## config.mk

```make
export PLATFORM = sky130hd
export DESIGN_NAME = pmst_ctrl
export DESIGN_NICKNAME = d
export VERILOG_FILES = /design/src/rtl/prim_minimum_spanning_tree_core_macros.svh /design/src/rtl/pmst_pkg.sv /design/src/rtl/pmst_ctrl.sv
export SDC_FILE = /design/constraint.sdc
export NUM_CORES = 1
export LEC_CHECK = 0
export BUFFER_PORTS_ARGS = -buffer_cell sky130_fd_sc_hd__buf_4
export CAP_MARGIN = 30
export CORE_AREA = 2 2 39 41
export DETAILED_ROUTE_END_ITERATION = 7
export DIE_AREA = 0 0 41 43
export PLACE_DENSITY = 0.67
export SLEW_MARGIN = 40
export SYNTH_ARGS = -nofsm -noshare
export SYNTH_HDL_FRONTEND = slang
export SYNTH_SLANG_ARGS = --single-unit
```

## constraint.sdc

```tcl
create_clock -name clk -period 1.8 [get_ports clk]
set_input_delay 0.27 -clock clk [delete_from_list [all_inputs] [get_ports clk]]
set_output_delay 0.27 -clock clk [all_outputs]
set_load 0.03 [all_outputs]
```

## src/rtl/prim_minimum_spanning_tree_core_macros.svh

```systemverilog
// Assertion macros for the spanning tree core.
// Used by the top level; no dependencies.
`ifndef PRIM_MINIMUM_SPANNING_TREE_CORE_MACROS_SVH
`define PRIM_MINIMUM_SPANNING_TREE_CORE_MACROS_SVH
`ifndef SYNTH
// prop must hold at every clock edge outside reset
`define PMST_ASSERT(lbl, prop, msg) \
  lbl: assert property (@(posedge clk) disable iff (!rst_n) prop) else $error(msg);
// cond must never be true outside reset
`define PMST_NEVER(lbl, cond, msg) \
  lbl: assert property (@(posedge clk) disable iff (!rst_n) !(cond)) else $error(msg);
`else
`define PMST_ASSERT(lbl, prop, msg)
`define PMST_NEVER(lbl, cond, msg)
`endif
`endif

```

## src/rtl/pmst_pkg.sv

```systemverilog
// Shared types and constants of the spanning tree core.
// No dependencies.
package pmst_pkg;

  localparam logic       OP_ADD   = 1'b0;
  localparam logic       OP_RUN   = 1'b1;
  localparam int         VC_W     = 7;
  localparam logic [6:0] VC_RESET = 7'd64;
  localparam int         COST_W   = 22;
  localparam logic [21:0] COST_MAX = 22'd4194303;

  typedef enum logic [3:0] {
    S_CLEAR,
    S_IDLE,
    S_ADD_A,
    S_ADD_B,
    S_INIT,
    S_SCAN,
    S_PICK,
    S_RELAX,
    S_EMIT_RD,
    S_EMIT_LD
  } state_t;

  typedef struct packed {
    logic load_in;
    logic wr_a;
    logic wr_b;
    logic clr_start;
    logic clr_step;
    logic run_start;
    logic pass_start;
    logic init_step;
    logic scan_step;
    logic pick;
    logic relax_step;
    logic emit_addr;
    logic emit_ld;
  } cmd_t;

  typedef struct packed {
    logic idx_end;
    logic pipe_busy;
    logic clr_end;
    logic add_ok;
    logic steps_done;
    logic out_free;
    logic last_item;
  } sts_t;

endpackage

```

## src/rtl/pmst_ctrl.sv

```systemverilog
// Sequencer of the spanning tree core: load, clear, Prim passes, emit.
// Depends on pmst_pkg.
module pmst_ctrl (
  input  logic          clk,
  input  logic          rst_n,
  input  logic          in_valid,
  output logic          in_ready,
  input  logic          in_opcode,
  input  pmst_pkg::sts_t sts,
  output pmst_pkg::cmd_t cmd
);
  import pmst_pkg::*;

  state_t state_r, state_nxt;

  always_ff @(posedge clk) begin
    if (!rst_n) begin
      state_r <= S_CLEAR;
    end else begin
      state_r <= state_nxt;
    end
  end

  always_comb begin
    state_nxt = state_r;
    cmd       = '0;
    in_ready  = 1'b0;
    unique case (state_r)
      S_CLEAR: begin
        if (sts.clr_end) begin
          state_nxt = S_IDLE;
        end else begin
          cmd.clr_step = 1'b1;
        end
      end
      S_IDLE: begin
        in_ready = 1'b1;
        if (in_valid) begin
          if (in_opcode == OP_RUN) begin
            cmd.run_start  = 1'b1;
            cmd.pass_start = 1'b1;
            state_nxt      = S_INIT;
          end else begin
            cmd.load_in = 1'b1;
            state_nxt   = S_ADD_A;
          end
        end
      end
      S_ADD_A: begin
        if (sts.add_ok) begin
          cmd.wr_a  = 1'b1;
          state_nxt = S_ADD_B;
        end else begin
          state_nxt = S_IDLE;
        end
      end
      S_ADD_B: begin
        cmd.wr_b  = 1'b1;
        state_nxt = S_IDLE;
      end
      S_INIT: begin
        if (!sts.idx_end) begin
          cmd.init_step = 1'b1;
        end else begin
          cmd.pass_start = 1'b1;
          state_nxt      = S_SCAN;
        end
      end
      S_SCAN: begin
        if (!sts.idx_end) begin
          cmd.scan_step = 1'b1;
        end else if (!sts.pipe_busy) begin
          state_nxt = S_PICK;
        end
      end
      S_PICK: begin
        cmd.pick       = 1'b1;
        cmd.pass_start = 1'b1;
        state_nxt      = S_RELAX;
      end
      S_RELAX: begin
        if (!sts.idx_end) begin
          cmd.relax_step = 1'b1;
        end else if (!sts.pipe_busy) begin
          if (sts.steps_done) begin
            state_nxt = S_EMIT_RD;
          end else begin
            cmd.pass_start = 1'b1;
            state_nxt      = S_SCAN;
          end
        end
      end
      S_EMIT_RD: begin
        cmd.emit_addr = 1'b1;
        state_nxt     = S_EMIT_LD;
      end
      S_EMIT_LD: begin
        cmd.emit_addr = 1'b1;
        if (sts.out_free) begin
          cmd.emit_ld = 1'b1;
          if (sts.last_item) begin
            cmd.clr_start = 1'b1;
            state_nxt     = S_CLEAR;
          end else begin
            state_nxt = S_EMIT_RD;
          end
        end
      end
      default: state_nxt = S_CLEAR;
    endcase
  end

endmodule

```

==> summary.txt <==
Status
  • Status: complete, no violations

STA
  • Slew margin rel.: 82.8%
  • Final hold violation count: 0
  • Worst hold slack: 0.293 ns
  • RSZ-0062 raised after global routing: false
  • Max-slew violation count: 0
  • Minimum clock period: 1.72 ns
  • Fin crit share: 95.7%
  • Final setup fails: 0
  • Worst-Margin Slew: 0.256 ns
  • Clock Skew: 0.00589 ns
  • Max Freq: 580 MHz

Power and ir drop
  • P_leak: 0.318 nW
  • VDD IR max: 0.000398 V
  • Power Dens Cells: 1060 nW/µm²

Setup path
  • Critical Path Fanout Max: 10
  • Buf/Inv on CP: 1
  • Worst endpoint required time: 1.53 ns
  • Worst Setup End Kind: output pin
  • CP max stage delay: 0.39 ns
  • Crit path max-delay family: simple AND/OR/NAND/NOR gates
  • Arr. time, crit path: 1.45 ns
  • Critical Path, Cell by Cell: nand2b_1 -> nor2_4 -> and3_2 -> a31o_2 -> buf_4
  • CP max-delay cell: dfxtp_4
  • CP Class: flop to output pin
  • R2r setup slk: 0.51 ns
  • CP startpoint kind: flop

Global routing
  • Gr ovfl total: 0
  • Largest net degree at the start of global routing: 15
  • Initial antenna violation count: 0
  • Global Route Usage Sum: 15.5%
  • Vias in the first global route: 455
  • First-pass GRT wire length: 1900 µm

Synthesis
  • Average cell area after synthesis: 7.25 µm²
  • Cell Area, Synth: 457 µm²
  • Synth Warn #: 0
  • Dominant cells by area after synthesis: dfxtp_1, nand2_1, nor3_1
  • Synth Register Bits: 4
  • Register area share after synthesis: 17.5%
  • Synthesized net count: 74
  • Number of synthesized flops with an enable pin: 0
  • Synth async-reset ratio: 0%
  • Synth area leader: dfxtp_1
  • Area share of the largest cell type after synthesis: 17.5%
  • Mapped Cells: 63
  • Most common flop cell mapped by yosys: dfxtp_1
  • Synth cell types: 28

Final layout
  • Filler cell count: 157
  • Ratio of cells with drive above 1 in the final layout: 48.9%
  • Nets@finish: 103
  • Final Instance Count excl. Fillers: 106
  • Synth-to-Final Area Change: 54.5%
  • Final Util: 51.0%
  • Max FFs per register: 4
  • Biggest register: state_r
  • Largest regs: state_r (4)
  • Inserted Diodes: 0

Place
  • GPL Wtd Cong: 0.807
  • Number of port buffers: 24
  • Placed Cells: 103
  • DP Wirelength: 941 µm

Clock network
  • Max clock buf depth: 2
  • Clock-pin slew on the worst setup and hold paths: 0.04 ns
  • CTS tree: built
  • Clock sink count: 4
  • Num CTS Buffers: 3
  • Clock Latency Late Sink: 0.24 ns
  • Root buffer cell: clkbuf_4
  • H-tree depth: 1

Floorplan
  • Num ports: 25
  • Starting Density: 33.0%
  • Core ar.: 1380 µm²
  • Die Y: 43 µm
  • Area of the die: 1760 µm²
  • Die width: 41 µm
  • # rows: 14

Detailed routing
  • Routed WL: 1200 µm
  • DRT antenna net count: 0
  • Drt first-iter violations: 3
  • Routed WL per cell: 11.4 µm
  • Vias per cell: 5.11
  • DRC errors left: 0
  • Routed vias: 542
  • Pre-antenna DRT Iters: 4

Run
  • Max-capacitance violation count: 0

Hold path
  • Worst hold path type: primary input to flop
[report_power, final]
part	total (W)	switching, W	internal [W]	leakage (nW)
clock	0.000110	0.0000358	0.0000745	0.0138
sequential	0.000143	0.0000312	0.000111	0.0344
combinational	0.000496	0.000277	0.000219	0.270
[what timing repair did]
action	in CTS	in global routing
buffers inserted	0	0
hold buffers	0	0
gates resized for setup	2	2
endpoints found under the setup margin	2	2
[layer usage]
layer  routed length [µm]  vias to the layer above  part of all wire [%]  global-route usage, %
met1                  547                      244                    45                   21.5
met5                    0                        -                     0                      0
met3                   85                        0                   7.1                   1.57
met2                  571                       18                    47                   22.5
li1                     -                      280                     -                      -
met4                    0                        0                     0                   8.00
[final cells by class]
type,count,area [µm²],area share (%)
multi-input combinational,52,355,50.4
timing repair buffer,28,210,29.8
sequential,4,86.3,12.2
clock buffer,3,22.5,3.19
tap,16,20.0,2.84
inverter,3,11.3,1.60
[synthesized netlist by cell type, types with 2 or more instances]
cell and n:
dfxtp_1 4, nor2_1 6, o2bb2ai_1 2, and3_1 3, o21ai_0 3, mux2i_1 3, buf_2 2, nand2_1 10
nand2b_1 3, inv_1 3, nor3_1 7
[cells in the final DEF (no fill, tap or decap), types with 2 or more instances in the layout]
cell type and count:
and3_2 2, o2bb2ai_1 2, clkbuf_4 3, nand2_1 10, nor2_1 5, inv_1 3, mux2i_1 3, dfxtp_2 2
buf_4 28, o21ai_0 3, nor3_1 7, nand2b_1 3
[stage by stage]
step / power, W / worst slack, ns / area [µm²] / TNS [ns]
global placement: 0.000638 / 0.197 / 677 / 0
finish: 0.000749 / 0.0770 / 706 / 0
detailed placement: 0.000639 / 0.190 / 677 / 0
floorplan: 0.000489 / -0.0102 / 468 / -0.0102
global route: 0.000802 / 0.0240 / 706 / 0
CTS: 0.000756 / 0.0303 / 702 / 0
[cell families after synthesis]
logic type	after synthesis	synth area share (%)
AND/OR/NAND/NOR	36	42.2
flip-flops	4	17.5
multiplexers	3	6.58
AO/OA/AOI/OAI	13	26.6
buffers and inverters	7	7.12
[final timing paths]
path	from	cells past startpoint	endpoint
setup / recovery	state_r[3]$_SDFFE_PN0P_	5	cmd[6]
hold / removal	rst_n	2	state_r[3]$_SDFFE_PN0P_
setup reg to reg	state_r[3]$_SDFFE_PN0P_	4	state_r[1]$_SDFFE_PN0P_
hold reg to reg	state_r[2]$_SDFFE_PN0P_	2	state_r[2]$_SDFFE_PN0P_
No activity file was read; power rests on OpenSTA's default activity.
